`src/hdl/asfr_pkg.sv`:
```
// Shared types and constants for the addressed serial frame responder.
package asfr_pkg;

    localparam logic [1:0] MODE_RX_BYTE   = 2'd0;
    localparam logic [1:0] MODE_TICK      = 2'd1;
    localparam logic [1:0] MODE_RESP_BYTE = 2'd2;
    localparam logic [1:0] MODE_RESP_LEN  = 2'd3;

    localparam logic [1:0] KIND_PAYLOAD = 2'd0;
    localparam logic [1:0] KIND_FRAME   = 2'd1;
    localparam logic [1:0] KIND_TX_BYTE = 2'd2;
    localparam logic [1:0] KIND_TX_EN   = 2'd3;

    localparam logic [2:0] RX_DIRTY  = 3'd0;
    localparam logic [2:0] RX_READY  = 3'd1;
    localparam logic [2:0] RX_HEADER = 3'd2;
    localparam logic [2:0] RX_DATA   = 3'd3;
    localparam logic [2:0] RX_CHECK  = 3'd4;

    localparam logic [1:0] TX_IDLE = 2'd0;
    localparam logic [1:0] TX_WAIT = 2'd1;
    localparam logic [1:0] TX_HOLD = 2'd2;

    localparam logic [2:0] CFG_NODE_ADDR = 3'd0;
    localparam logic [2:0] CFG_IDLE_GAP  = 3'd1;
    localparam logic [2:0] CFG_TIMEOUT   = 3'd2;
    localparam logic [2:0] CFG_DELAY     = 3'd3;
    localparam logic [2:0] CFG_BYTE_TIME = 3'd4;
    localparam logic [2:0] CFG_TX_PAD    = 3'd5;

    localparam logic [7:0] START_CMD   = 8'h45;
    localparam logic [7:0] START_REPLY = 8'h65;
    localparam logic [15:0] TIMER_MAX  = 16'hFFFF;

    // One result beat
    typedef struct packed {
        logic       last;
        logic [7:0] value;
        logic [1:0] kind;
    } result_t;

    // Memory request from the sequencer
    typedef struct packed {
        logic       wr_en;
        logic       wr_sel;   // 0 payload store, 1 response store
        logic [3:0] wr_addr;
        logic [7:0] wr_data;
        logic       rd_sel;
        logic [3:0] rd_addr;
    } mem_req_t;

endpackage

```
`src/hdl/asfr_store.sv`:
```
// Payload and response byte stores with a registered synchronous read.
module asfr_store (
    input  logic                aclk,
    input  asfr_pkg::mem_req_t  req,
    output logic [7:0]          rd_data
);
    logic [7:0] payload_mem [16];
    logic [7:0] response_mem [16];

    always_ff @(posedge aclk) begin
        if (req.wr_en && !req.wr_sel) begin
            payload_mem[req.wr_addr] <= req.wr_data;
        end
        if (req.wr_en && req.wr_sel) begin
            response_mem[req.wr_addr] <= req.wr_data;
        end
        rd_data <= req.rd_sel ? response_mem[req.rd_addr] : payload_mem[req.rd_addr];
    end
endmodule

```
`src/hdl/asfr_ctrl.sv`:
```
// Receive and transmit sequencer: frame parsing, timers and result streaming.
module asfr_ctrl #(
    parameter int MAX_PAYLOAD = 15
) (
    input  logic                aclk,
    input  logic                aresetn,
    input  logic                in_valid,
    output logic                in_ready,
    input  logic [1:0]          in_mode,
    input  logic [7:0]          in_byte,
    input  logic [3:0]          in_index,
    input  logic [3:0]          in_length,
    input  logic                cfg_we,
    input  logic [2:0]          cfg_addr,
    input  logic [15:0]         cfg_data,
    output asfr_pkg::mem_req_t  mem_req,
    input  logic [7:0]          mem_rd_data,
    output logic                out_valid,
    input  logic                out_ready,
    output asfr_pkg::result_t   out_data
);
    localparam logic [3:0] MaxLen = 4'(MAX_PAYLOAD);

    // Sequencer codes
    localparam logic [2:0] SQ_IDLE   = 3'd0;
    localparam logic [2:0] SQ_RDPAY  = 3'd1;  // stream payload bytes
    localparam logic [2:0] SQ_FRAME  = 3'd2;  // frame delivered beat
    localparam logic [2:0] SQ_TXHEAD = 3'd3;  // enable, 'e', header
    localparam logic [2:0] SQ_TXBODY = 3'd4;  // response bytes
    localparam logic [2:0] SQ_TXSUM  = 3'd5;
    localparam logic [2:0] SQ_TXOFF  = 3'd6;

    logic [3:0]  node_addr_reg;
    logic [15:0] idle_gap_reg, timeout_reg, delay_reg;
    logic [7:0]  byte_time_reg, pad_reg;

    logic [2:0]  rx_phase_reg;
    logic [4:0]  byte_count_reg;
    logic [7:0]  sum_reg;
    logic        is_cmd_reg;
    logic [3:0]  frame_addr_reg, frame_len_reg;
    logic [15:0] silence_reg, frame_timer_reg, tx_timer_reg, hold_reg;
    logic [1:0]  tx_phase_reg;
    logic [3:0]  resp_len_reg;

    logic [2:0]  sq_reg;
    logic [1:0]  pos_reg;        // beats issued in the reply head
    logic [3:0]  rd_ptr_reg;
    logic        rd_pend_reg;    // read issued last cycle
    logic [7:0]  tx_sum_reg;
    asfr_pkg::result_t ob_reg;
    logic        ob_valid_reg;

    // Compute result beat generation using a registered output slot.
    wire ob_free = !ob_valid_reg || out_ready;
    wire ob_load = ob_free && (((sq_reg inside {SQ_RDPAY, SQ_TXBODY}) && rd_pend_reg)
                               || (sq_reg inside {SQ_FRAME, SQ_TXHEAD, SQ_TXSUM, SQ_TXOFF}));
    assign out_valid = ob_valid_reg;
    assign out_data  = ob_reg;
    assign in_ready  = (sq_reg == SQ_IDLE);

    wire accept = in_valid && in_ready;
    wire [15:0] sil_inc = (silence_reg == asfr_pkg::TIMER_MAX) ? silence_reg
                                                               : silence_reg + 16'd1;
    wire [15:0] fr_inc  = (frame_timer_reg == asfr_pkg::TIMER_MAX) ? frame_timer_reg
                                                                   : frame_timer_reg + 16'd1;
    wire [15:0] tx_inc  = (tx_timer_reg == asfr_pkg::TIMER_MAX) ? tx_timer_reg
                                                                : tx_timer_reg + 16'd1;
    wire [7:0]  hdr     = {node_addr_reg, resp_len_reg};
    wire [12:0] hold_prod = {5'd0, byte_time_reg} * ({9'd0, resp_len_reg} + 13'd3);

    always_comb begin
        mem_req = '0;
        mem_req.rd_sel  = (sq_reg == SQ_TXBODY) || (sq_reg == SQ_TXHEAD);
        mem_req.rd_addr = rd_ptr_reg;
        if (accept && in_mode == asfr_pkg::MODE_RESP_BYTE) begin
            mem_req.wr_en = 1'b1; mem_req.wr_sel = 1'b1;
            mem_req.wr_addr = in_index; mem_req.wr_data = in_byte;
        end else if (accept && in_mode == asfr_pkg::MODE_RX_BYTE
                     && tx_phase_reg == asfr_pkg::TX_IDLE
                     && rx_phase_reg == asfr_pkg::RX_DATA) begin
            mem_req.wr_en = 1'b1; mem_req.wr_sel = 1'b0;
            mem_req.wr_addr = byte_count_reg[3:0]; mem_req.wr_data = in_byte;
        end
    end

    always_ff @(posedge aclk) begin
        if (!aresetn) begin
            node_addr_reg <= '0; idle_gap_reg <= 16'd5000; timeout_reg <= 16'd4000;
            delay_reg <= 16'd750; byte_time_reg <= 8'd87; pad_reg <= 8'd80;
            rx_phase_reg <= asfr_pkg::RX_DIRTY; byte_count_reg <= '0; sum_reg <= '0;
            is_cmd_reg <= 1'b0; frame_addr_reg <= '0; frame_len_reg <= '0;
            silence_reg <= '0; frame_timer_reg <= '0; tx_timer_reg <= '0; hold_reg <= '0;
            tx_phase_reg <= asfr_pkg::TX_IDLE; resp_len_reg <= '0;
            sq_reg <= SQ_IDLE; pos_reg <= '0; rd_ptr_reg <= '0; rd_pend_reg <= 1'b0;
            tx_sum_reg <= '0; ob_valid_reg <= 1'b0; ob_reg <= '0;
        end else begin
            if (ob_load) ob_valid_reg <= 1'b1;
            else if (out_ready) ob_valid_reg <= 1'b0;
            if (cfg_we) begin
                case (cfg_addr)
                    asfr_pkg::CFG_NODE_ADDR: node_addr_reg <= cfg_data[3:0];
                    asfr_pkg::CFG_IDLE_GAP:  idle_gap_reg  <= cfg_data;
                    asfr_pkg::CFG_TIMEOUT:   timeout_reg   <= cfg_data;
                    asfr_pkg::CFG_DELAY:     delay_reg     <= cfg_data;
                    asfr_pkg::CFG_BYTE_TIME: byte_time_reg <= cfg_data[7:0];
                    asfr_pkg::CFG_TX_PAD:    pad_reg       <= cfg_data[7:0];
                    default: ;
                endcase
            end
            case (sq_reg)
                SQ_IDLE: begin
                    if (accept) begin
                        case (in_mode)
                            asfr_pkg::MODE_RX_BYTE: begin
                                if (tx_phase_reg == asfr_pkg::TX_IDLE) begin
                                    silence_reg <= '0;
                                    case (rx_phase_reg)
                                        asfr_pkg::RX_READY: begin
                                            if (in_byte != asfr_pkg::START_CMD
                                                && in_byte != asfr_pkg::START_REPLY) begin
                                                rx_phase_reg <= asfr_pkg::RX_DIRTY;
                                            end else begin
                                                is_cmd_reg <= (in_byte == asfr_pkg::START_CMD);
                                                frame_timer_reg <= '0;
                                                sum_reg <= in_byte;
                                                rx_phase_reg <= asfr_pkg::RX_HEADER;
                                            end
                                        end
                                        asfr_pkg::RX_HEADER: begin
                                            frame_addr_reg <= in_byte[7:4];
                                            frame_len_reg <= in_byte[3:0];
                                            sum_reg <= sum_reg + in_byte;
                                            byte_count_reg <= '0;
                                            if (in_byte[3:0] > MaxLen)
                                                rx_phase_reg <= asfr_pkg::RX_DIRTY;
                                            else if (in_byte[3:0] == 4'd0)
                                                rx_phase_reg <= asfr_pkg::RX_CHECK;
                                            else
                                                rx_phase_reg <= asfr_pkg::RX_DATA;
                                        end
                                        asfr_pkg::RX_DATA: begin
                                            byte_count_reg <= byte_count_reg + 5'd1;
                                            sum_reg <= sum_reg + in_byte;
                                            if (byte_count_reg + 5'd1 >= {1'b0, frame_len_reg})
                                                rx_phase_reg <= asfr_pkg::RX_CHECK;
                                        end
                                        asfr_pkg::RX_CHECK: begin
                                            if (in_byte != sum_reg) begin
                                                rx_phase_reg <= asfr_pkg::RX_DIRTY;
                                            end else begin
                                                rx_phase_reg <= asfr_pkg::RX_READY;
                                                if (is_cmd_reg
                                                    && frame_addr_reg == node_addr_reg) begin
                                                    tx_phase_reg <= asfr_pkg::TX_WAIT;
                                                    tx_timer_reg <= '0;
                                                    rd_ptr_reg <= '0;
                                                    rd_pend_reg <= 1'b0;
                                                    sq_reg <= (frame_len_reg == 4'd0) ? SQ_FRAME
                                                                                        : SQ_RDPAY;
                                                end
                                            end
                                        end
                                        default: ;
                                    endcase
                                end
                            end
                            asfr_pkg::MODE_TICK: begin
                                silence_reg <= sil_inc;
                                if (rx_phase_reg == asfr_pkg::RX_DIRTY) begin
                                    if (sil_inc > idle_gap_reg || sil_inc == asfr_pkg::TIMER_MAX)
                                        rx_phase_reg <= asfr_pkg::RX_READY;
                                end else if (rx_phase_reg != asfr_pkg::RX_READY) begin
                                    frame_timer_reg <= fr_inc;
                                    if (fr_inc > timeout_reg || fr_inc == asfr_pkg::TIMER_MAX)
                                        rx_phase_reg <= asfr_pkg::RX_DIRTY;
                                end
                                if (tx_phase_reg == asfr_pkg::TX_WAIT) begin
                                    if (tx_inc >= delay_reg) begin
                                        hold_reg <= 16'(hold_prod) + 16'(pad_reg);
                                        tx_timer_reg <= '0;
                                        tx_phase_reg <= asfr_pkg::TX_HOLD;
                                        tx_sum_reg <= asfr_pkg::START_REPLY + hdr;
                                        pos_reg <= '0;
                                        rd_ptr_reg <= '0;
                                        rd_pend_reg <= 1'b0;
                                        sq_reg <= SQ_TXHEAD;
                                    end else begin
                                        tx_timer_reg <= tx_inc;
                                    end
                                end else if (tx_phase_reg == asfr_pkg::TX_HOLD) begin
                                    if (tx_inc >= hold_reg) begin
                                        tx_phase_reg <= asfr_pkg::TX_IDLE;
                                        tx_timer_reg <= '0;
                                        sq_reg <= SQ_TXOFF;
                                    end else begin
                                        tx_timer_reg <= tx_inc;
                                    end
                                end
                            end
                            asfr_pkg::MODE_RESP_BYTE: ;
                            default: resp_len_reg <= (in_length > MaxLen) ? MaxLen : in_length;
                        endcase
                    end
                end
                SQ_RDPAY: begin
                    // Issue read, emit the word when it returns.
                    if (!rd_pend_reg) begin
                        rd_pend_reg <= 1'b1;
                    end else if (ob_free) begin
                        ob_reg <= '{last: 1'b0, value: mem_rd_data, kind: asfr_pkg::KIND_PAYLOAD};
                        rd_pend_reg <= 1'b0;
                        rd_ptr_reg <= rd_ptr_reg + 4'd1;
                        if (rd_ptr_reg + 4'd1 == frame_len_reg) sq_reg <= SQ_FRAME;
                    end
                end
                SQ_FRAME: begin
                    if (ob_free) begin
                        ob_reg <= '{last: 1'b1, value: {4'd0, frame_len_reg},
                                    kind: asfr_pkg::KIND_FRAME};
                        sq_reg <= SQ_IDLE;
                    end
                end
                SQ_TXHEAD: begin
                    if (ob_free) begin
                        pos_reg <= pos_reg + 2'd1;
                        case (pos_reg)
                            2'd0: ob_reg <= '{last: 1'b0, value: 8'd1, kind: asfr_pkg::KIND_TX_EN};
                            2'd1: ob_reg <= '{last: 1'b0, value: asfr_pkg::START_REPLY,
                                              kind: asfr_pkg::KIND_TX_BYTE};
                            default: begin
                                ob_reg <= '{last: 1'b0, value: hdr, kind: asfr_pkg::KIND_TX_BYTE};
                                sq_reg <= (resp_len_reg == 4'd0) ? SQ_TXSUM : SQ_TXBODY;
                            end
                        endcase
                    end
                end
                SQ_TXBODY: begin
                    if (!rd_pend_reg) begin
                        rd_pend_reg <= 1'b1;
                    end else if (ob_free) begin
                        ob_reg <= '{last: 1'b0, value: mem_rd_data, kind: asfr_pkg::KIND_TX_BYTE};
                        tx_sum_reg <= tx_sum_reg + mem_rd_data;
                        rd_pend_reg <= 1'b0;
                        rd_ptr_reg <= rd_ptr_reg + 4'd1;
                        if (rd_ptr_reg + 4'd1 == resp_len_reg) sq_reg <= SQ_TXSUM;
                    end
                end
                SQ_TXSUM: begin
                    if (ob_free) begin
                        ob_reg <= '{last: 1'b1, value: tx_sum_reg, kind: asfr_pkg::KIND_TX_BYTE};
                        sq_reg <= SQ_IDLE;
                    end
                end
                SQ_TXOFF: begin
                    if (ob_free) begin
                        ob_reg <= '{last: 1'b1, value: 8'd0, kind: asfr_pkg::KIND_TX_EN};
                        sq_reg <= SQ_IDLE;
                    end
                end
                default: sq_reg <= SQ_IDLE;
            endcase
        end
    end

    // A payload read never runs while a new payload byte is written.
    a_no_wr_in_stream: assert property (@(posedge aclk) disable iff (!aresetn)
        (sq_reg != SQ_IDLE) |-> !mem_req.wr_en)
        else $error("store written during result stream");
    // Outstanding beat holds until taken.
    a_beat_hold: assert property (@(posedge aclk) disable iff (!aresetn)
        (out_valid && !out_ready) |=> (out_valid && $stable(out_data)))
        else $error("result beat dropped");
    // Transmit is active whenever a reply is being streamed.
    a_tx_active: assert property (@(posedge aclk) disable iff (!aresetn)
        (sq_reg == SQ_TXBODY || sq_reg == SQ_TXSUM) |-> (tx_phase_reg == asfr_pkg::TX_HOLD))
        else $error("reply streamed outside hold phase");
endmodule

```
`src/hdl/addressed_serial_frame_responder_top.sv`:
```
// Top level of the addressed serial frame responder.
//
// Input channel (s_axis_*): one beat per event: a received bus byte, a
// one-microsecond tick, a response byte write or a response length commit;
// tuser carries the event mode, tdata the byte, index and length.
// Result channel (m_axis_*): payload bytes, frame-delivered marks, transmit
// bytes and transmit enable levels; tuser carries the kind, tdata the value,
// tlast marks the final beat of an input.
// Configuration: cfg_we/cfg_addr/cfg_wdata write one register per edge;
// write only while no input is in flight.
//
// An input that produces no results leaves s_axis_tready high.
// An input that produces results holds s_axis_tready low until its last
// beat is loaded into the output register. Each byte read from the
// payload or response store is emitted from the store's registered read
// data before the next read is issued; the other beats need no read.
// The output register lets the next input be taken while the last beat
// still waits. A stalled receiver simply stretches the sequence; nothing
// is lost. Reset (aresetn low, synchronous) restores the register defaults,
// puts the receiver in the dirty state and the transmitter idle; the byte
// stores are not cleared and hold undefined data until written.
module addressed_serial_frame_responder_top #(
    parameter int MAX_PAYLOAD = 15
) (
    input  logic        aclk,
    input  logic        aresetn,
    input  logic        s_axis_tvalid,
    output logic        s_axis_tready,
    input  logic [15:0] s_axis_tdata,   // byte_value[7:0], index[11:8], length[15:12]
    input  logic [1:0]  s_axis_tuser,   // mode[1:0]
    output logic        m_axis_tvalid,
    input  logic        m_axis_tready,
    output logic [7:0]  m_axis_tdata,   // value[7:0]
    output logic [1:0]  m_axis_tuser,   // kind[1:0]
    output logic        m_axis_tlast,
    input  logic        cfg_we,
    input  logic [2:0]  cfg_addr,
    input  logic [15:0] cfg_wdata
);
    asfr_pkg::mem_req_t mem_req;
    asfr_pkg::result_t  res;
    logic [7:0]         rd_data;

    asfr_store u_store (
        .aclk    (aclk),
        .req     (mem_req),
        .rd_data (rd_data)
    );

    asfr_ctrl #(.MAX_PAYLOAD(MAX_PAYLOAD)) u_ctrl (
        .aclk        (aclk),
        .aresetn     (aresetn),
        .in_valid    (s_axis_tvalid),
        .in_ready    (s_axis_tready),
        .in_mode     (s_axis_tuser),
        .in_byte     (s_axis_tdata[7:0]),
        .in_index    (s_axis_tdata[11:8]),
        .in_length   (s_axis_tdata[15:12]),
        .cfg_we      (cfg_we),
        .cfg_addr    (cfg_addr),
        .cfg_data    (cfg_wdata),
        .mem_req     (mem_req),
        .mem_rd_data (rd_data),
        .out_valid   (m_axis_tvalid),
        .out_ready   (m_axis_tready),
        .out_data    (res)
    );

    assign m_axis_tdata = res.value;
    assign m_axis_tuser = res.kind;
    assign m_axis_tlast = res.last;
endmodule
```
`config.mk`:
```
export PLATFORM = sky130hd
export DESIGN_NAME = addressed_serial_frame_responder_top
export DESIGN_NICKNAME = d
export VERILOG_FILES = /design/src/hdl/asfr_pkg.sv /design/src/hdl/asfr_store.sv /design/src/hdl/asfr_ctrl.sv /design/src/hdl/addressed_serial_frame_responder_top.sv
export SDC_FILE = /design/constraint.sdc
export NUM_CORES = 1
export LEC_CHECK = 0
export BUFFER_PORTS_ARGS = -buffer_cell sky130_fd_sc_hd__buf_2
export CAP_MARGIN = 30
export CORE_MARGIN = 2
export CORE_UTILIZATION = 50
export CTS_CLUSTER_SIZE = 40
export DETAILED_ROUTE_END_ITERATION = 16
export HOLD_SLACK_MARGIN = 0.15
export PLACE_DENSITY = 0.78
export SYNTH_ARGS = -nofsm -noshare
export SYNTH_HDL_FRONTEND = slang
export SYNTH_HIERARCHICAL = 1
export SYNTH_SLANG_ARGS = --single-unit
export TNS_END_PERCENT = 5
```
`constraint.sdc`:
```
create_clock -name aclk -period 4.7 [get_ports aclk]
set_input_delay 0.94 -clock aclk [delete_from_list [all_inputs] [get_ports aclk]]
set_output_delay 0.94 -clock aclk [all_outputs]
set_load 0.01 [all_outputs]
```
# ---- Word level (Yosys, flattened, before mapping)
# Memories as Yosys holds them, arrays and structs flattened. A register that Yosys moved wholly into a read port is not among the register bits.
# Index checks and enable logic that the tools add are counted.
dict set report totals {
  input_bits 42
  memories 2
  ramBits 256
  wordCells 319
  reg_bits 201
  out_inout_bits 13
}
dict set report classes {
  mux 125
  add_sub_neg 11
  order_cmp 7
  n_mul 1
  n_bitwise 2
  n_eq_ne 78
  n_reduce_logical 65
}
# memory words word_bits rd rd_ports_with_merged_regs write_ports line
set memory_table {}
lappend memory_table {u_store.payload_mem 16 8 1 1 1 asfr_store.sv:7} ;# logic [7:0] payload_mem [16];
lappend memory_table {u_store.response_mem 16 8 1 1 1 asfr_store.sv:8} ;# logic [7:0] response_mem [16];
# operator count
set op_table {}
lappend op_table {{two-way mux 16 bit} 17}
lappend op_table {{one-hot mux 16 bit (2 select lines)} 3}
lappend op_table {{two-way mux 11 bit} 8}
lappend op_table {{== test 16 bit (second input constant)} 5}
lappend op_table {{two-way mux 3 bit} 26}
lappend op_table {{one-hot mux 11 bit (6 select lines)} 1}
lappend op_table {{two-way mux 8 bit} 8}
lappend op_table {{two-way mux 4 bit} 14}
lappend op_table {{adder 16 x 1 -> 16 bit (second input constant)} 3}
lappend op_table {{>= comparator 16 bit} 2}
lappend op_table {{greater-than comparator 16 bit} 2}
lappend op_table {{one-hot mux 8 bit (2 select lines)} 2}
lappend op_table {{two-way mux 2 bit} 15}
lappend op_table {{inequality test 2 bit (second input constant)} 15}
lappend op_table {{inequality test 3 bit (second input constant)} 10}
lappend op_table {{two-way mux 14 bit} 2}
lappend op_table {{AND reduction 9 bit} 3}
lappend op_table {{inequality test 2 x 1 -> 1 bit (second input constant)} 12}
lappend op_table {{one-hot mux 10 bit (2 select lines)} 1}
lappend op_table {{== test 3 x 2 -> 1 bit (second input constant)} 6}
lappend op_table {{== test 3 bit (second input constant)} 6}
lappend op_table {{AND reduction 18 bit} 1}
lappend op_table {{AND reduction 6 bit} 3}
lappend op_table {{two-way mux 1 bit} 17}
lappend op_table {{47 further kinds} 107}

# ---- Depth between registers and ports, before layout
dict set report depth {
  word_depth 11
  mapped_depth 21
  ltp_nobuf 19
}

# ---- By module
# Netlist, hierarchy kept.
# module area_per_inst_um2 instances seq_area_each_um2 cells_each
set by_module_without_submodules {}
lappend by_module_without_submodules {asfr_ctrl 13380.3 1 3823.7 1706}
lappend by_module_without_submodules {asfr_store 10055.9 1 7847.5 422}

# ---- Worst setup path after synthesis
# OpenSTA, ideal clock, no wires.
dict set report synth_timing {
  kind {register to register}
  start {register u_ctrl.resp_len_reg[0]}
  end {register u_ctrl.hold_reg[12]}
  required_time_ns 4.572
  setup_ns 0.128
  path_buffers 2
  synth_period_minus_slack_ns 4.813
  setup_slack_ns -0.113
  stages_incl_launch_ff 21
  arrival_time_ns 4.685
  cell_sequence {dfxtp_1 clkbuf_1 inv_1 ha_1 and3b_1 clkbuf_1 nand2_1 fa_1 fa_1 fa_1 inv_1 ha_1 a21o_1 a21o_1 a21o_1 a21oi_1 o21ai_0 a31oi_1 xnor2_1 mux2i_1 nor2_1}
}
dict set report synth_between {
  elab_chain_len 3
}
# item line
set synth_lines {}
lappend synth_lines {{start: declaration} asfr_ctrl.sv:44} ;# logic [3:0] resp_len_reg;
lappend synth_lines {{start signal: assignment} asfr_ctrl.sv:202} ;# default: resp_len_reg <= (in_length > MaxLen) ? MaxLen : in_length;
lappend synth_lines {{adder 4 x 2 -> 5 bit} asfr_ctrl.sv:70} ;# wire [12:0] hold_prod = {5'd0, byte_time_reg} * ({9'd0, resp_len_reg} + 13'd3);
lappend synth_lines {{multiplier 8 x 13 -> 13 bit} asfr_ctrl.sv:70}
lappend synth_lines {{adder 13 x 8 -> 14 bit} asfr_ctrl.sv:180} ;# hold_reg <= 16'(hold_prod) + 16'(pad_reg);
lappend synth_lines {{end signal: assignment} asfr_ctrl.sv:180}
lappend synth_lines {{end: declaration} asfr_ctrl.sv:42} ;# logic [15:0] silence_reg, frame_timer_reg, tx_timer_reg, hold_reg;
# Every way passes these cells.
# A chain may end at the register's enable or synchronous reset.

# ---- Final worst setup path
dict set report layout_timing {
  start {register u_ctrl.resp_len_reg[1]}
  end {register u_ctrl.hold_reg[11]}
}
# Same word-level chain as after synthesis.

==> flow_summary.yaml <==
sta:
  timing.fmax_mhz: 227
  tightest_slew_ps: 1040
  hold_viol_final: 0
  fin_worst_skew_ps: 48.7
  final-setup-viol-count: 0
  rsz0062_at_grt: "no"
  post-route-period-util_pct: 93.7
  slew_violations: 0
  period_needed_ps: 4400
  setup_tns_ps: 0
  relSlewSlack_pct: 29.8
synthesis:
  syn-num-nets: 2316
  yosysMostFrequentCell: "edfxtp_1"
  synth_edf_count: 256
  synthSimpleGateAreaFrac_pct: 14.1
  seq_area_frac_synth_pct: 49.8
  synthFlopType: "edfxtp_1"
  synth_top_family_by_area: "simple AND/OR/NAND/NOR gates"
  synth_fa_ha_area_share_pct: 8.73
  synth.distinct_cells: 83
  syn_area_per_cell_um2: 11.0
  synth_top_area_share_pct: 32.8
  yosys.area.top_type: "edfxtp_1"
  ys_ff_latch: 455
  synthMuxAreaShare_pct: 9.65
  synth_area_leaders: "edfxtp_1, dfxtp_1, mux4_2"
  yosysWarningCount: 6
  synthCells: 2128
  synth_common_cells: "edfxtp_1, nand2_1, dfxtp_1, nor2_1, a21oi_1"
  synth_xor_area_share_pct: 2.58
  syn_area_um2: 23400
  synth_compound_gate_area_share_pct: 11.0
  synthArstFlopShare_pct: 0
route:
  route.met3.wl_um: 4410
  vias_per_cell: 6.05
  wl_met2_um: 28800
  drc: 0
  route.layer.met1.wl_um: 23500
  antenna_left: 0
  dr.pass1.iters: 6
  drt-initial-drc-count: 1614
  finalWirelength_um: 58000
  wl_per_cell_um: 20.7
  highest_layer: "met4"
  vias: 17000
die:
  coreArea_um2: 46500
  fp.dieH_um: 221
  io_pins: 55
  initial_core_util_pct: 50.4
  rows: 79
  die_area_um2: 48600
  die_w_um: 221
run:
  maxCapViolCount: 0
pwr:
  switching_share_pct: 26.1
  intPower_mw: 6.93
  pwr-share-seq_pct: 46.4
  p_leak_nw: 9.61
  p_clk_share_pct: 40.2
  power_frac_comb_pct: 13.4
  vdd.ir_drop.worst_v: 0.000340
  p_switching_mw: 2.45
  powerDensity_nw_per_um2: 362
global_route:
  grt_max_degree: 65
  antenna_found_initial: 1
  grt_pass1_vias: 16400
  grt_pass1_wl_um: 90400
  grt.total_usage_pct: 24.0
  grt_overflow: 0
setup_path:
  crit_type: "flip-flop to flip-flop"
  worst-r2r-cell-count: 17
  cp-start-kind: "flip-flop"
  required_ps: 5140
  r2r-start: "u_ctrl/resp_len_reg[1]$_SDFFE_PN0P_"
  end_kind: "flip-flop"
  critPathMaxFanout: 4
  crit_arrival_ps: 4840
  r2r_end: "u_ctrl/hold_reg[11]$_SDFFE_PN0P_"
  reg2reg_slack_ps: 300
cts:
  numCtsBuffers: 47
  cts_sinks: 455
  hold_buffers: 0
  cts_root_buf: "clkbuf_16"
  clkLatencyLatePin_ps: 610
  cts_htree_levels: 2
  cts_tree: "yes"
  clk_path_buf_depth: 3
  clkTransAtPathRegs_ps: 60
final_layout:
  postLayoutCoreUtil_pct: 55.8
  reg_top3: "u_store/payload_mem: 128 flops, u_store/response_mem: 128 flops"
  layoutNonFillerInstCount: 2809
  syn_to_final_growth_pct: 10.6
  nNetsFinal: 2354
  drive_above_1_share_pct: 13.6
placement:
  dpl.cell_count: 2722
  port_buffers: 54
  finalWeightedCongestion: 0.894
  dp_hpwl_um: 39500
min_path:
  hold_path.class: "flip-flop to flip-flop"
  worst_hold_startpoint: "u_ctrl/idle_gap_reg[2]$_SDFFE_PN0P_"
  hold_depth: 2
  holdPathEnd: "u_ctrl/idle_gap_reg[2]$_SDFFE_PN0P_"
outcome:
  outcome: "finished clean"
[how the worst max path moves through the flow]
stage	start	depth (start not counted)	slack, ps	end
2_1_floorplan	u_ctrl/resp_len_reg[0]$_SDFFE_PN0P_	20	1	u_ctrl/hold_reg[12]$_SDFFE_PN0P_
3_3_place_gp	u_ctrl/resp_len_reg[0]$_SDFFE_PN0P_	19	250	u_ctrl/hold_reg[12]$_SDFFE_PN0P_
3_5_place_dp	u_ctrl/resp_len_reg[1]$_SDFFE_PN0P_	17	170	u_ctrl/hold_reg[11]$_SDFFE_PN0P_
4_1_cts	u_ctrl/resp_len_reg[1]$_SDFFE_PN0P_	17	160	u_ctrl/hold_reg[11]$_SDFFE_PN0P_
5_1_grt	u_ctrl/tx_timer_reg[0]$_SDFFE_PN0P_	17	10	u_ctrl/tx_timer_reg[4]$_SDFFE_PN0P_
6_report	u_ctrl/resp_len_reg[1]$_SDFFE_PN0P_	17	300	u_ctrl/hold_reg[11]$_SDFFE_PN0P_
[critical path, stage by stage, from the launching register on]
cell	delay [ps]
dfxtp_1	380
inv_1	80
ha_1	200
and3b_1	230
nand2_1	90
fa_1	510
fa_1	530
fa_1	550
inv_1	40
ha_1	330
a21o_1	200
a21o_1	190
a21oi_2	190
o21ai_1	150
a31o_2	270
xor2_1	140
mux2i_1	150
nor2_1	50
[layout by cell type (no fill, tap or decap), types with 22 or more instances in the layout]
cell type  netlist  layout
edfxtp_1       256     256
nand2_1        238     238
dfxtp_1        199     197
nor2_1         157     157
a21oi_1        144     142
inv_1          124     124
ha_1           118     118
mux4_2          80      80
o21ai_0         73      70
nand3_1         65      65
nor2b_1         62      62
buf_2           11      54
clkbuf_16        0      47
buf_4            6      46
xnor2_1         40      40
o211ai_1        30      30
mux2i_1         29      29
xor2_1          29      29
nor3_1          28      28
a22oi_1         28      28
fa_1            28      28
and2_1          27      27
nand4_1         23      23
nand2b_1        22      22
a21o_1          22      22
[stage by stage]
step / power (mW) / hold WS (ps) / instance area (um2) / worst slack [ps]
finish: 9.38 / 458 / 25900 / 296
global route: 9.70 / 484 / 25900 / 10.7
CTS: 9.42 / 455 / 25900 / 158
detailed placement: 5.66 / 447 / 24300 / 170
global placement: 5.62 / 444 / 24300 / 252
floorplan: 5.28 / 436 / 23400 / 1.22
[routing by layer]
layer	up-vias	GRT usage [%]
met4	0	7.42
met3	114	4.15
li1	7781	-
met5	-	0
met2	725	41.5
met1	8371	30.7
[power groups by stage]
stage | logic (mW) | clock network [mW] | registers [mW]
CTS | 1.23 | 3.83 | 4.35
finish | 1.25 | 3.77 | 4.35
detailed placement | 1.23 | 0 | 4.44
floorplan | 0.837 | 0 | 4.44
global placement | 1.19 | 0 | 4.43
global route | 1.37 | 3.97 | 4.36
[kinds of logic (layout without fill, tap and decap cells)]
logic type | after synthesis | in the layout
fa+ha+maj | 147 | 147
compound gates | 404 | 404
simple gates | 691 | 691
other cells | 0 | 1
mux | 124 | 124
buf+inv | 238 | 311
flops | 455 | 455
xor+xnor | 69 | 69
[area by class of cell]
class,count,area (um2)
tap,607,759
multi-input combinational,1435,10800
clock inverter,29,337
fill,3808,20500
clock buffer,55,1230
antenna,1,2.50
timing repair buffer,101,627
sequential,455,11700
inverter,126,475
[repair_timing]
| action | 4_1_cts | 5_1_grt |
|---|---|---|
| setup endpoints to repair | 0 | 27 |
| setup buffers | 0 | 2 |
| resized for setup | 0 | 4 |
Power figures use the tool's default switching activity.
